==> config.mk <==
export PLATFORM = sky130hd
export DESIGN_NAME = hex_lattice_cell_corners_top
export DESIGN_NICKNAME = d
export VERILOG_FILES = /design/src/sv/hlcc_pkg.sv /design/src/sv/hlcc_cfg.sv /design/src/sv/hlcc_div_stage.sv /design/src/sv/hlcc_div.sv /design/src/sv/hlcc_corner.sv /design/src/sv/hex_lattice_cell_corners_top.sv
export SDC_FILE = /design/constraint.sdc
export NUM_CORES = 2
export LEC_CHECK = 0
export ABC_AREA = 1
export BUFFER_PORTS_ARGS = -buffer_cell sky130_fd_sc_hd__buf_2
export CAP_MARGIN = 20
export CORE_MARGIN = 3
export CORE_UTILIZATION = 50
export DETAILED_ROUTE_END_ITERATION = 10
export PLACE_DENSITY_LB_ADDON = 0.12
export SETUP_SLACK_MARGIN = 0.1
export SYNTH_ARGS = -nofsm -noshare
export SYNTH_HDL_FRONTEND = slang
export SYNTH_SLANG_ARGS = --single-unit
==> constraint.sdc <==
create_clock -name clk -period 27.9 [get_ports clk]
set_clock_uncertainty 0.05 [all_clocks]
set_input_delay 2.79 -clock clk [delete_from_list [all_inputs] [get_ports clk]]
set_output_delay 2.79 -clock clk [all_outputs]
set_load 0.05 [all_outputs]
==> src/sv/hlcc_pkg.sv <==
// Shared widths, register codes, config bundle and helpers for the
// hexahedron lattice corner block. No dependencies.
`default_nettype none

package hlcc_pkg;

  localparam int IDX_W          = 30;   // cell number
  localparam int AXIS_W         = 11;   // cells per axis, also points per axis
  localparam int CORNER_W       = 31;   // point number
  localparam int ROW_W          = 21;   // z*py + j
  localparam int PLANE_W        = 21;   // px*py
  localparam int MAX_AXIS_CELLS = 1024;

  // divider: quotient bits resolved per pipeline stage
  localparam int DIV_STEPS  = 3;
  localparam int DIV_STAGES = IDX_W / DIV_STEPS;

  localparam int CFG_IDX_W   = 2;
  localparam int IN_TDATA_W  = ((IDX_W + 7) / 8) * 8;
  localparam int OUT_TDATA_W = ((8 * CORNER_W + 7) / 8) * 8;

  localparam logic [CFG_IDX_W-1:0] REG_CELLS_X = 2'd0;
  localparam logic [CFG_IDX_W-1:0] REG_CELLS_Y = 2'd1;
  localparam logic [CFG_IDX_W-1:0] REG_CELLS_Z = 2'd2;

  typedef struct packed {
    logic [AXIS_W-1:0]  nx;
    logic [AXIS_W-1:0]  ny;
    logic [AXIS_W-1:0]  nz;
    logic [AXIS_W-1:0]  px;
    logic [AXIS_W-1:0]  py;
    logic [PLANE_W-1:0] pxpy;
    logic               nonempty;
  } cfg_t;

  function automatic logic [AXIS_W-1:0] clamp_axis(input logic [AXIS_W-1:0] v);
    if (32'(v) > MAX_AXIS_CELLS) begin
      return AXIS_W'(MAX_AXIS_CELLS);
    end
    return v;
  endfunction

endpackage

`default_nettype wire

==> src/sv/hlcc_cfg.sv <==
// Axis count registers with write saturation, plus derived point counts.
// Depends on hlcc_pkg.
`default_nettype none

module hlcc_cfg (
  input  logic                           clk,
  input  logic                           rst,
  input  logic                           cfg_we,
  input  logic [hlcc_pkg::CFG_IDX_W-1:0] cfg_index,
  input  logic [hlcc_pkg::AXIS_W-1:0]    cfg_data,
  output hlcc_pkg::cfg_t                 cfg
);

  logic [hlcc_pkg::AXIS_W-1:0]  nx, ny, nz;
  logic [hlcc_pkg::AXIS_W-1:0]  px, py;
  logic [hlcc_pkg::PLANE_W-1:0] pxpy;

  always_ff @(posedge clk) begin
    if (rst) begin
      nx <= hlcc_pkg::AXIS_W'(1);
      ny <= hlcc_pkg::AXIS_W'(1);
      nz <= hlcc_pkg::AXIS_W'(1);
    end else if (cfg_we) begin
      unique case (cfg_index)
        hlcc_pkg::REG_CELLS_X: nx <= hlcc_pkg::clamp_axis(cfg_data);
        hlcc_pkg::REG_CELLS_Y: ny <= hlcc_pkg::clamp_axis(cfg_data);
        hlcc_pkg::REG_CELLS_Z: nz <= hlcc_pkg::clamp_axis(cfg_data);
        default: ;  // unknown index: ignored
      endcase
    end
  end

  assign px = nx + hlcc_pkg::AXIS_W'(1);
  assign py = ny + hlcc_pkg::AXIS_W'(1);

  // plane size is registered, so it follows the axis registers in the next cycle; only used deep in the pipe
  always_ff @(posedge clk) begin
    pxpy <= hlcc_pkg::PLANE_W'(px) * hlcc_pkg::PLANE_W'(py);
  end

  assign cfg.nx       = nx;
  assign cfg.ny       = ny;
  assign cfg.nz       = nz;
  assign cfg.px       = px;
  assign cfg.py       = py;
  assign cfg.pxpy     = pxpy;
  assign cfg.nonempty = (nx != '0) && (ny != '0) && (nz != '0);

endmodule

`default_nettype wire

==> src/sv/hlcc_div_stage.sv <==
// One stage of the pipelined restoring divider: DIV_STEPS quotient bits.
// Depends on hlcc_pkg.
`default_nettype none

module hlcc_div_stage #(
  parameter int SIDE_W = 1
) (
  input  logic                        clk,
  input  logic                        rst,
  input  logic                        in_valid,
  output logic                        in_ready,
  input  logic [hlcc_pkg::IDX_W-1:0]  in_acc,
  input  logic [hlcc_pkg::AXIS_W-1:0] in_rem,
  input  logic [SIDE_W-1:0]           in_side,
  input  logic [hlcc_pkg::AXIS_W-1:0] divisor,
  output logic                        out_valid,
  input  logic                        out_ready,
  output logic [hlcc_pkg::IDX_W-1:0]  out_acc,
  output logic [hlcc_pkg::AXIS_W-1:0] out_rem,
  output logic [SIDE_W-1:0]           out_side
);

  logic                        valid;
  logic [hlcc_pkg::IDX_W-1:0]  acc_next;
  logic [hlcc_pkg::AXIS_W-1:0] rem_next;
  logic [hlcc_pkg::AXIS_W:0]   trial;
  logic                        ge;

  assign in_ready  = !valid || out_ready;
  assign out_valid = valid;

  // acc: remaining dividend bits at the top, quotient bits shift in below
  always_comb begin
    acc_next = in_acc;
    rem_next = in_rem;
    trial    = '0;
    ge       = 1'b0;
    for (int k = 0; k < hlcc_pkg::DIV_STEPS; k++) begin
      trial = {rem_next, acc_next[hlcc_pkg::IDX_W-1]};
      ge    = (trial >= {1'b0, divisor});
      if (ge) begin
        trial = trial - {1'b0, divisor};
      end
      rem_next = trial[hlcc_pkg::AXIS_W-1:0];
      acc_next = {acc_next[hlcc_pkg::IDX_W-2:0], ge};
    end
  end

  always_ff @(posedge clk) begin
    if (rst) begin
      valid <= 1'b0;
    end else if (in_ready) begin
      valid <= in_valid;
    end
  end

  always_ff @(posedge clk) begin
    if (in_ready && in_valid) begin
      out_acc  <= acc_next;
      out_rem  <= rem_next;
      out_side <= in_side;
    end
  end

endmodule

`default_nettype wire

==> src/sv/hlcc_div.sv <==
// Pipelined divider of a cell-number-wide value by an axis count,
// DIV_STAGES stages, side data carried alongside. Depends on hlcc_pkg, hlcc_div_stage.
`default_nettype none

module hlcc_div #(
  parameter int SIDE_W = 1
) (
  input  logic                        clk,
  input  logic                        rst,
  input  logic                        in_valid,
  output logic                        in_ready,
  input  logic [hlcc_pkg::IDX_W-1:0]  dividend,
  input  logic [SIDE_W-1:0]           in_side,
  input  logic [hlcc_pkg::AXIS_W-1:0] divisor,
  output logic                        out_valid,
  input  logic                        out_ready,
  output logic [hlcc_pkg::IDX_W-1:0]  quotient,
  output logic [hlcc_pkg::AXIS_W-1:0] remainder,
  output logic [SIDE_W-1:0]           out_side
);

  localparam int N = hlcc_pkg::DIV_STAGES;

  logic [N:0]                        v;
  logic [N:0]                        r;
  logic [N:0][hlcc_pkg::IDX_W-1:0]   acc;
  logic [N:0][hlcc_pkg::AXIS_W-1:0]  rem;
  logic [N:0][SIDE_W-1:0]            side;

  assign v[0]    = in_valid;
  assign in_ready = r[0];
  assign acc[0]  = dividend;
  assign rem[0]  = '0;
  assign side[0] = in_side;

  for (genvar g = 0; g < N; g++) begin : g_stage
    hlcc_div_stage #(.SIDE_W(SIDE_W)) u_stage (
      .clk       (clk),
      .rst       (rst),
      .in_valid  (v[g]),
      .in_ready  (r[g]),
      .in_acc    (acc[g]),
      .in_rem    (rem[g]),
      .in_side   (side[g]),
      .divisor   (divisor),
      .out_valid (v[g+1]),
      .out_ready (r[g+1]),
      .out_acc   (acc[g+1]),
      .out_rem   (rem[g+1]),
      .out_side  (side[g+1])
    );
  end

  assign r[N]      = out_ready;
  assign out_valid = v[N];
  assign quotient  = acc[N];
  assign remainder = rem[N];
  assign out_side  = side[N];

endmodule

`default_nettype wire

==> src/sv/hlcc_corner.sv <==
// Range check and point arithmetic: z*py+j, then *px+i, then the eight
// corners into the output register. Depends on hlcc_pkg.
`default_nettype none

module hlcc_corner (
  input  logic                                clk,
  input  logic                                rst,
  input  hlcc_pkg::cfg_t                      cfg,
  input  logic                                in_valid,
  output logic                                in_ready,
  input  logic [hlcc_pkg::IDX_W-1:0]          z,
  input  logic [hlcc_pkg::AXIS_W-1:0]         j,
  input  logic [hlcc_pkg::AXIS_W-1:0]         i,
  input  logic                                nonempty,
  output logic                                m_tvalid,
  input  logic                                m_tready,
  output logic [hlcc_pkg::OUT_TDATA_W-1:0]    m_tdata,
  output logic [0:0]                          m_tuser
);

  localparam int W = hlcc_pkg::CORNER_W;

  // stage 1
  logic                        v1, ok1;
  logic [hlcc_pkg::ROW_W-1:0]  row1;
  logic [hlcc_pkg::AXIS_W-1:0] i1;
  logic                        r1;
  // stage 2
  logic                        v2, ok2;
  logic [W-1:0]                base2;
  logic                        r2;
  // stage 3, output register
  logic                        v3;
  logic                        r3;
  logic                        ok_next;
  logic [W-1:0]                top, px_w, pxpy_w;

  assign r3       = !v3 || m_tready;
  assign r2       = !v2 || r3;
  assign r1       = !v1 || r2;
  assign in_ready = r1;

  assign ok_next = nonempty && (z < hlcc_pkg::IDX_W'(cfg.nz));

  always_ff @(posedge clk) begin
    if (rst) begin
      v1 <= 1'b0;
      v2 <= 1'b0;
      v3 <= 1'b0;
    end else begin
      if (r1) v1 <= in_valid;
      if (r2) v2 <= v1;
      if (r3) v3 <= v2;
    end
  end

  // z fits the axis width whenever the item is in range
  always_ff @(posedge clk) begin
    if (r1 && in_valid) begin
      ok1  <= ok_next;
      row1 <= hlcc_pkg::ROW_W'(z[hlcc_pkg::AXIS_W-1:0]) * hlcc_pkg::ROW_W'(cfg.py)
              + hlcc_pkg::ROW_W'(j);
      i1   <= i;
    end
  end

  always_ff @(posedge clk) begin
    if (r2 && v1) begin
      ok2   <= ok1;
      base2 <= W'(row1) * W'(cfg.px) + W'(i1);
    end
  end

  assign px_w   = W'(cfg.px);
  assign pxpy_w = W'(cfg.pxpy);
  assign top    = base2 + pxpy_w;

  always_ff @(posedge clk) begin
    if (r3 && v2) begin
      m_tuser[0] <= ok2;
      if (ok2) begin
        m_tdata <= {top + px_w,   top + px_w + W'(1),   top + W'(1),   top,
                    base2 + px_w, base2 + px_w + W'(1), base2 + W'(1), base2};
      end else begin
        m_tdata <= '0;
      end
    end
  end

  assign m_tvalid = v3;

endmodule

`default_nettype wire

==> src/sv/hex_lattice_cell_corners_top.sv <==
// Hexahedron lattice cell corners. Each input item carries a linear cell
// number (x fastest, then y, then z); the block returns one result item with
// the eight point numbers of that cell, bottom ring counter-clockwise (base,
// base+1, base+px+1, base+px) and then the top ring px*py above, where
// px = cells_x+1 and py = cells_y+1. The flag in m_tuser is 1 when the cell
// lies in a non-empty lattice; otherwise all corners are 0. One item is taken
// per clock while the pipe is not stalled, through two 10-stage dividers (3 quotient
// bits per stage, set by the 30-bit cell number) then three arithmetic stages,
// the last being the output register. Every stage has its own valid bit and
// ready, so bubbles close up and the input keeps taking items while a result
// waits, until the whole pipe is full. Axis counts are written through the
// cfg port (index 0 x, 1 y, 2 z; values above 1024 saturate, other indices
// are ignored) and must only change while no item is in flight.
// Depends on hlcc_pkg, hlcc_cfg, hlcc_div, hlcc_corner.
`default_nettype none

module hex_lattice_cell_corners_top (
  input  logic                                clk,
  input  logic                                rst,
  // configuration
  input  logic                                cfg_we,
  input  logic [hlcc_pkg::CFG_IDX_W-1:0]      cfg_index,
  input  logic [hlcc_pkg::AXIS_W-1:0]         cfg_data,
  // input items
  input  logic                                s_tvalid,
  output logic                                s_tready,
  input  logic [hlcc_pkg::IN_TDATA_W-1:0]     s_tdata,   // [29:0] cell_index
  // result items
  output logic                                m_tvalid,
  input  logic                                m_tready,
  // [30:0] corner_a, [61:31] corner_b, [92:62] corner_c, [123:93] corner_d,
  // [154:124] corner_e, [185:155] corner_f, [216:186] corner_g,
  // [247:217] corner_h
  output logic [hlcc_pkg::OUT_TDATA_W-1:0]    m_tdata,
  output logic [0:0]                          m_tuser    // [0] valid_res
);

  hlcc_pkg::cfg_t cfg;

  // first division: x remainder and the row-plane quotient
  logic                        d1_valid, d1_ready;
  logic [hlcc_pkg::IDX_W-1:0]  q1;
  logic [hlcc_pkg::AXIS_W-1:0] i_rem;
  logic                        d1_nonempty;

  // second division: y remainder and z
  logic                        d2_valid, d2_ready;
  logic [hlcc_pkg::IDX_W-1:0]  z_q;
  logic [hlcc_pkg::AXIS_W-1:0] j_rem;
  logic [hlcc_pkg::AXIS_W:0]   d2_side;

  hlcc_cfg u_cfg (
    .clk       (clk),
    .rst       (rst),
    .cfg_we    (cfg_we),
    .cfg_index (cfg_index),
    .cfg_data  (cfg_data),
    .cfg       (cfg)
  );

  // idx / nx ; the empty-lattice flag is taken with the item
  hlcc_div #(.SIDE_W(1)) u_div_x (
    .clk       (clk),
    .rst       (rst),
    .in_valid  (s_tvalid),
    .in_ready  (s_tready),
    .dividend  (s_tdata[hlcc_pkg::IDX_W-1:0]),
    .in_side   (cfg.nonempty),
    .divisor   (cfg.nx),
    .out_valid (d1_valid),
    .out_ready (d1_ready),
    .quotient  (q1),
    .remainder (i_rem),
    .out_side  (d1_nonempty)
  );

  // (idx / nx) / ny ; i rides along
  hlcc_div #(.SIDE_W(hlcc_pkg::AXIS_W + 1)) u_div_y (
    .clk       (clk),
    .rst       (rst),
    .in_valid  (d1_valid),
    .in_ready  (d1_ready),
    .dividend  (q1),
    .in_side   ({i_rem, d1_nonempty}),
    .divisor   (cfg.ny),
    .out_valid (d2_valid),
    .out_ready (d2_ready),
    .quotient  (z_q),
    .remainder (j_rem),
    .out_side  (d2_side)
  );

  // z < nz is the same test as idx < nx*ny*nz
  hlcc_corner u_corner (
    .clk      (clk),
    .rst      (rst),
    .cfg      (cfg),
    .in_valid (d2_valid),
    .in_ready (d2_ready),
    .z        (z_q),
    .j        (j_rem),
    .i        (d2_side[hlcc_pkg::AXIS_W:1]),
    .nonempty (d2_side[0]),
    .m_tvalid (m_tvalid),
    .m_tready (m_tready),
    .m_tdata  (m_tdata),
    .m_tuser  (m_tuser)
  );

endmodule

`default_nettype wire

# Word-level counts from Yosys, hierarchy flattened
# Index checks and enable logic that the tools add are counted.
[word_totals]
reg_bits = 1341
ram_bits = 0
inputBits = 50
mem_bits_ro = 0
mem_count = 0
latch_bits = 0
[classes]
div = 0
bitwise = 0
mux = 74
multipliers = 3
n_reduce_logical = 79
n_addsub = 71
n_shift = 0
n_eq_ne = 2
order_cmp = 62
[op_table]
columns = ["cell", "n"]
rows = [
  ["11-bit 2-to-1 mux", 64],
  ["12-bit by 11-bit >= comparator with 1-bit output", 58],
  ["11-bit subtractor", 58],
  ["31-bit by 1-bit adder with 31-bit output, second input constant", 4],
  ["31-bit by 11-bit adder with 31-bit output", 3],
  ["11-bit by 11-bit multiplier with 21-bit output", 2],
  ["11-bit nonzero test", 3],
  ["31-bit by 21-bit adder with 31-bit output", 1],
  ["21-bit by 11-bit multiplier with 31-bit output", 1],
  ["30-bit by 11-bit less-than comparator with 1-bit output", 1],
  ["1-bit logical AND", 26],
  ["1-bit zero test", 23],
  ["1-bit logical OR", 23],
  ["11-bit by 1-bit adder with 11-bit output, second input constant", 2],
  ["1-bit by 11-bit >= comparator with 1-bit output", 2],
  ["1-bit by 11-bit subtractor with 11-bit output", 2],
  ["21-bit by 11-bit adder with 21-bit output", 1],
  ["11-bit greater-than comparator, second input constant", 1],
  ["1-bit 2-to-1 mux", 10],
  ["2-bit AND reduction", 3],
  ["2-bit by 1-bit equality test with 1-bit output, second input constant", 1],
  ["2-bit equality test, second input constant", 1],
  ["2-bit zero test", 1],
]

# Logic depth before layout (Yosys ltp)
[depth]
word_depth = 25
ltp_mapped = 50
depth_no_buf = 46

# By module
# Synthesis repeated with hierarchy kept, for this count alone.
[hier_totals]
hier_cells = 13392
hier_area_um2 = 109112.1
[by_module_without_submodules]
columns = ["module", "area_per_inst_um2", "seq_area_each_um2", "cells_per_inst", "instances"]
rows = [
  ["hlcc_corner", 30525.5, 9489.1, 3773, 1],
  ["hlcc_div_stage (u_div_y.g_stage[0].u_stage ...)", 3769.9, 1611.5, 444, 7],
  ["hlcc_div_stage (u_div_x.g_stage[5].u_stage ...)", 3439.5, 1281.2, 433, 5],
  ["hlcc_div_stage (u_div_x.g_stage[0].u_stage ...)", 3478.3, 1281.2, 433, 4],
  ["hlcc_cfg", 6202.2, 1081.0, 827, 1],
  ["hlcc_div_stage (u_div_y.g_stage[9].u_stage)", 4010.1, 1611.5, 475, 1],
  ["hlcc_div_stage (u_div_y.g_stage[7].u_stage)", 3767.4, 1611.5, 442, 1],
  ["hlcc_div_stage (u_div_y.g_stage[8].u_stage)", 3751.1, 1611.5, 447, 1],
  ["hlcc_div_stage (u_div_x.g_stage[4].u_stage)", 3348.2, 1281.2, 421, 1],
  ["hlcc_div", 3.8, 0.0, 1, 2],
]

# Worst setup path after synthesis
# OpenSTA, ideal clock, no wires.
[synth_timing]
kind = "input -> register"
start = "input port m_tready"
end = "register u_corner.m_tdata[0] in the netlist's numbering (enable)"
slack_ns = 13.728
n_path_buf = 0
setup_ns = 0.869
stages = 2
arrival_time_ns = 13.252
cell_sequence = "nor2_2 -> nor2_1"
[synth_via]
elab_chain_cells = 2
[synth_lines]
columns = ["element", "line_no", "source"]
rows = [
  ["start, declared", "hex_lattice_cell_corners_top.sv:30", "input logic m_tready,"],
  ["1-bit logical OR", "hlcc_corner.sv:38", "assign r3 = !v3 || m_tready;"],
  ["1-bit logical AND", "hlcc_corner.sv:79", "if (r3 && v2) begin"],
  ["end signal, assigned", "hlcc_corner.sv:82", "m_tdata <= {top + px_w, top + px_w + W'(1), top + W'(1), top,"],
  ["end, declared", "hlcc_corner.sv:17", "output logic [hlcc_pkg::OUT_TDATA_W-1:0] m_tdata,"],
]
# No other way between the ends.
# A chain may end at the register's enable or synchronous reset.

# Worst setup path in the final report
[layout_timing]
start = "register u_cfg.nx[0] in the netlist's numbering"
end = "register u_div_x.g_stage[3].u_stage.out_rem[10] in the netlist's numbering, data pin"
[layout_via]
elab_chain_cells = 6
[layout_lines]
columns = ["element", "line_no", "source"]
rows = [
  ["start, declared", "hlcc_cfg.sv:14", "logic [hlcc_pkg::AXIS_W-1:0] nx, ny, nz;"],
  ["start signal, assigned", "hlcc_cfg.sv:20", "nx <= hlcc_pkg::AXIS_W'(1);"],
  ["start signal, assigned", "hlcc_cfg.sv:25", "hlcc_pkg::REG_CELLS_X: nx <= hlcc_pkg::clamp_axis(cfg_data);"],
  ["12-bit by 11-bit >= comparator with 1-bit output *", "hlcc_div_stage.sv:40", "ge = (trial >= {1'b0, divisor});"],
  ["named net u_div_x.g_stage[3].u_stage.acc_next (one bit)", "hlcc_div_stage.sv:24", "logic [hlcc_pkg::IDX_W-1:0] acc_next;"],
  ["11-bit 2-to-1 mux *", "hlcc_div_stage.sv:41", "if (ge) begin"],
  ["11-bit subtractor / 12-bit by 11-bit >= comparator with 1-bit output (equally long branches)", "hlcc_div_stage.sv:42, hlcc_div_stage.sv:40", ""],
  ["11-bit 2-to-1 mux *", "hlcc_div_stage.sv:41", ""],
  ["11-bit subtractor / 12-bit by 11-bit >= comparator with 1-bit output (equally long branches)", "hlcc_div_stage.sv:42, hlcc_div_stage.sv:40", ""],
  ["11-bit 2-to-1 mux *", "hlcc_div_stage.sv:41", ""],
  ["named net u_div_x.g_stage[3].u_stage.trial (one bit)", "hlcc_div_stage.sv:26", "logic [hlcc_pkg::AXIS_W:0] trial;"],
  ["end signal, assigned", "hlcc_div_stage.sv:60", "out_rem <= rem_next;"],
  ["end, declared", "hlcc_div_stage.sv:19", "output logic [hlcc_pkg::AXIS_W-1:0] out_rem,"],
]
# Mark *: on every way through the listed nets, which the timed path passes. The rest lies on a longest branch.

==> summary by stage <==
Route
After detailed routing, the number of remaining DRC violations is 0. The final layout contains routed wiring with a total length of 254 mm. The number of vias per cell after detailed routing is 5.44. In the final routed layout, each cell accounts on average for 18.7 µm.

Detailed routing inserted a total of 73,900 vias. The number of nets with antenna violations after routing is 0. For this block, the initial DRC count from the detailed router was 4,877. The number of detailed-routing iterations run before antenna repair is 6.

Synthesis
In the post-synthesis netlist, the biggest area contributors are sky130_fd_sc_hd__edfxtp_1, sky130_fd_sc_hd__ha_1, sky130_fd_sc_hd__fa_1. After technology mapping, the gate count stands at 10,600. The most common cell in the synthesized netlist is sky130_fd_sc_hd__nand2_1.

sky130_fd_sc_hd__edfxtp_1 takes more of the synthesized area than any other cell. For this run, the leading register cell type out of synthesis is sky130_fd_sc_hd__edfxtp_1. The synthesized netlist net count is 11,900. A synthesized cell averages 9.12 µm². Ranked by instance count, the synthesized netlist is headed by sky130_fd_sc_hd__nand2_1, sky130_fd_sc_hd__inv_1, sky130_fd_sc_hd__edfxtp_1.

The mapped cell area is 0.0966 mm². The share of the Yosys chip area taken by registers is 0.409. Yosys printed 0 warnings. The synthesis-stage register bit count is between 1,000 and 1,500. The share of synthesized registers carrying an async set or reset is 0. The number of flops mapped to enable cells by yosys is 1,264.

Of the post-synthesis cell area, the dominant cell type holds 0.393. Synthesis instantiated between 70 and 80 different standard cells from the library.

Min path
The tightest min-delay check is of the register to register type. The number of cells on the worst hold path is 0. The end point of the worst hold path is u_div_y.g_stage[3].u_stage.out_acc[8].

The worst hold path begins at u_div_y.g_stage[2].u_stage.out_acc[5].

STA
Setup violations remaining at the end of the flow were counted as 0. The number of hold violations in the final report is 0. In this run the tightest slew margin relative to its limit is 0.267. For this run, the top clock speed supported by timing is 109 MHz. The worst hold margin is 0.343 ns. The final critical delay including setup and external delays is 9.22 ns. The count of final max-slew check failures came to 0. After routing, the total negative slack on setup checks comes to 0 ns. The part of the cycle the worst path needs is 0.330. The worst-margin pin slew is approximately 1.1 ns. Setup repair after global routing left no endpoint under its margin.

Clock tree
CTS built an H-tree with a depth of 4. For the worst-skew pair, the clock arrives at the later sink with an insertion delay of about 0.80 ns. CTS saw 1,341 sinks.

The worst-case clock buffer depth is 3. Hold repair after CTS inserted 0 buffers. TritonCTS built the clock tree. Gates resized during post-CTS repair numbered 0. In this run the clock root is driven by a sky130_fd_sc_hd__clkbuf_16. After clock tree synthesis, the clock-pin slew on the worst setup and hold paths is 0.07 ns. In this run, CTS created clock tree buffers numbering 148. The post-CTS setup buffer count is 0.

Outcome
The flow ran to the end, and the final reports show no timing, DRC or antenna violations.

GRT
Entering global routing, the biggest net connects 83 pins. The via count of the first global-routing pass was 72,700. For this run, the total global-route usage over all layers was measured as 0.255. The number of antenna violations at the first check in global routing is 4. For this run the aggregate overflow at the end of global routing stands at 0. The wire length of the first global-routing pass is 398 mm.

Setup path
The cell count of the worst reg-to-reg path is 36. Data on the critical path is required at its endpoint by 28.37 ns. Setup slack on the worst reg-to-reg path comes out at approximately 19 ns. The endpoint identified for the worst register-to-register timing path is u_div_x.g_stage[3].u_stage.out_rem[10].

The worst setup path is launched from a register. The endpoint type of the worst setup path is a register. The worst setup path is of the register to register kind. The worst register-to-register path begins at u_cfg.nx[0]. Along the worst path, the maximum fanout reaches 21. The biggest cell delay along the critical path is between 0.7 and 0.8 ns. In this design, the critical path's most frequently occurring cell is sky130_fd_sc_hd__nand2_1. The data arrival time at the worst-slack endpoint is 9.69 ns. The library cell contributing the largest single delay on the critical path is sky130_fd_sc_hd__dfxtp_2.

Floorplan
The number of rows created at floorplan is 160. The total core area is 0.191 mm². The top-level port count is approximately 300.

The total die area is 0.198 mm². Measured along the y axis, the die boundary spans between 400 and 500 µm. The effective utilization at floorplan is 0.506.

From left edge to right edge, the die measures roughly 450 µm.

Placement
The detailed placer's ending HPWL is 192 mm. The last weighted congestion value of the routability-driven placer is approximately 0.94. The quantity of I/O buffers inserted on ports is slightly below 300.

Finish
The layout has 16,800 filler cells. The number of nets at the end of the flow is between 10,000 and 15,000. In the final layout, the share of cells above drive strength 1 is 0.0797. The signed area change from the synthesized netlist to the final layout is 10.4%.

Run
The max-capacitance violation count is 0.

Power and ir drop
The largest vdd supply drop is 0.179 mV. The analysis attributes to cell leakage a power of 46.6 nW. The total power density per cell area is 92.0 mW/mm².
==> flip-flops by register name, summed over array words and instances (netlist names), 11 cells and up <==
signal and cells:
u_div_x.g_stage.u_stage.out_acc 300, u_corner.m_tdata 248, u_corner.i1 11, u_div_y.g_stage.u_stage.out_rem 110
u_cfg.nz 11, u_cfg.nx 11, u_corner.row1 21, u_cfg.pxpy 21
u_div_x.g_stage.u_stage.out_rem 110, u_div_y.g_stage.u_stage.out_acc 300, u_cfg.ny 11, u_corner.base2 31
u_div_y.g_stage.u_stage.out_side 120
==> through the flow <==
step	utilization	std cells	power, mW	instance area (µm²)	setup WS [ns]
2_1_floorplan	-	10600	6.67	96600	13.73
3_3_place_gp	0.530	13300	7.53	101000	18.79
3_5_place_dp	0.530	13300	7.68	101000	18.72
4_1_cts	0.558	13600	9.83	107000	18.70
5_1_grt	0.558	13600	10.7	107000	17.94
6_report	0.558	13600	9.81	107000	18.68
==> cells in the final DEF (no fill, tap or decap), types with 9 or more instances in the layout <==
cell type	count
sky130_fd_sc_hd__a211oi_1	18
sky130_fd_sc_hd__a21o_1	40
sky130_fd_sc_hd__a21oi_1	825
sky130_fd_sc_hd__a31oi_1	10
sky130_fd_sc_hd__buf_2	298
sky130_fd_sc_hd__buf_4	96
sky130_fd_sc_hd__bufinv_16	27
sky130_fd_sc_hd__clkbuf_1	17
sky130_fd_sc_hd__clkbuf_16	152
sky130_fd_sc_hd__clkinv_1	45
sky130_fd_sc_hd__clkinv_2	16
sky130_fd_sc_hd__clkinvlp_4	13
sky130_fd_sc_hd__dfxtp_1	74
sky130_fd_sc_hd__edfxtp_1	1264
sky130_fd_sc_hd__fa_1	410
sky130_fd_sc_hd__ha_1	894
sky130_fd_sc_hd__inv_1	1516
sky130_fd_sc_hd__inv_2	38
sky130_fd_sc_hd__mux2_2	9
sky130_fd_sc_hd__nand2_1	2149
sky130_fd_sc_hd__nand2_2	41
sky130_fd_sc_hd__nand3_1	342
sky130_fd_sc_hd__nand3_2	20
sky130_fd_sc_hd__nand4_1	134
sky130_fd_sc_hd__nor2_1	793
sky130_fd_sc_hd__nor2_2	35
sky130_fd_sc_hd__nor2_4	22
sky130_fd_sc_hd__nor3_1	105
sky130_fd_sc_hd__nor4_1	33
sky130_fd_sc_hd__o211ai_1	38
sky130_fd_sc_hd__o21a_1	15
sky130_fd_sc_hd__o21ai_0	682
sky130_fd_sc_hd__o21ai_1	58
sky130_fd_sc_hd__o21bai_1	50
sky130_fd_sc_hd__o221ai_1	13
sky130_fd_sc_hd__o31ai_1	28
sky130_fd_sc_hd__or2_2	40
sky130_fd_sc_hd__xnor2_1	228
sky130_fd_sc_hd__xor2_1	355
==> kinds of logic after synthesis <==
family	after synthesis	synth area share
AOI/OAI and AO/OA	1832	0.103
xor gates and xnor gates	589	0.0538
adders and majority gates	1304	0.201
buffers and inverters	1758	0.0692
DFF	1341	0.409
muxes	10	0.00117
and+or+nand+nor	3755	0.163
==> worst max-delay path: cells and delay by family (launching register included) <==
family,cells,cell delay [ns]
buf+inv,5,1.78
simple gates,13,2.34
fa+ha+maj,4,1.30
flops,1,0.75
compound gates,14,2.65
==> worst max path at each step <==
stage | startpoint | endpoint | slack, ns
floorplan | m_tready | u_corner.m_tdata[0] | 13.73
global placement | u_cfg.nx[0] | u_div_x.g_stage[9].u_stage.out_rem[10] | 18.79
detailed placement | u_cfg.nx[0] | u_div_x.g_stage[9].u_stage.out_rem[10] | 18.72
CTS | u_cfg.nx[0] | u_div_x.g_stage[9].u_stage.out_rem[10] | 18.70
global route | u_cfg.ny[0] | u_div_y.g_stage[4].u_stage.out_rem[6] | 17.94
finish | u_cfg.nx[0] | u_div_x.g_stage[3].u_stage.out_rem[10] | 18.68
==> power by group <==
part | switching [mW] | total (mW) | leakage, nW | internal [mW]
clock network | 0.841 | 2.11 | 2.54 | 1.27
logic | 3.15 | 5.12 | 32.0 | 1.97
registers | 0.0370 | 2.58 | 12.1 | 2.54
total | 4.03 | 9.81 | 46.6 | 5.78
==> metal layers <==
layer | global-route usage | vias up | wire [µm]
met2 | 0.442 | 1945 | 123000
met1 | 0.332 | 35300 | 110000
met3 | 0.0313 | 432 | 13200
met4 | 0.0814 | 0 | 8380
li1 | - | 36200 | -
met5 | 0 | - | 0
==> final cells by class <==
| type | instances | area, µm² | area share |
|---|---|---|---|
| timing repair buffer | 395 | 2220 | 0.0209 |
| antenna | 2 | 5.00 | 0.0000469 |
| tap | 2511 | 3140 | 0.0295 |
| clock inverter | 101 | 1400 | 0.0131 |
| multi-input combinational | 7490 | 50500 | 0.474 |
| sequential | 1341 | 39500 | 0.370 |
| inverter | 1579 | 5930 | 0.0556 |
| clock buffer | 171 | 3890 | 0.0365 |
(Power assumes the default switching activity.)
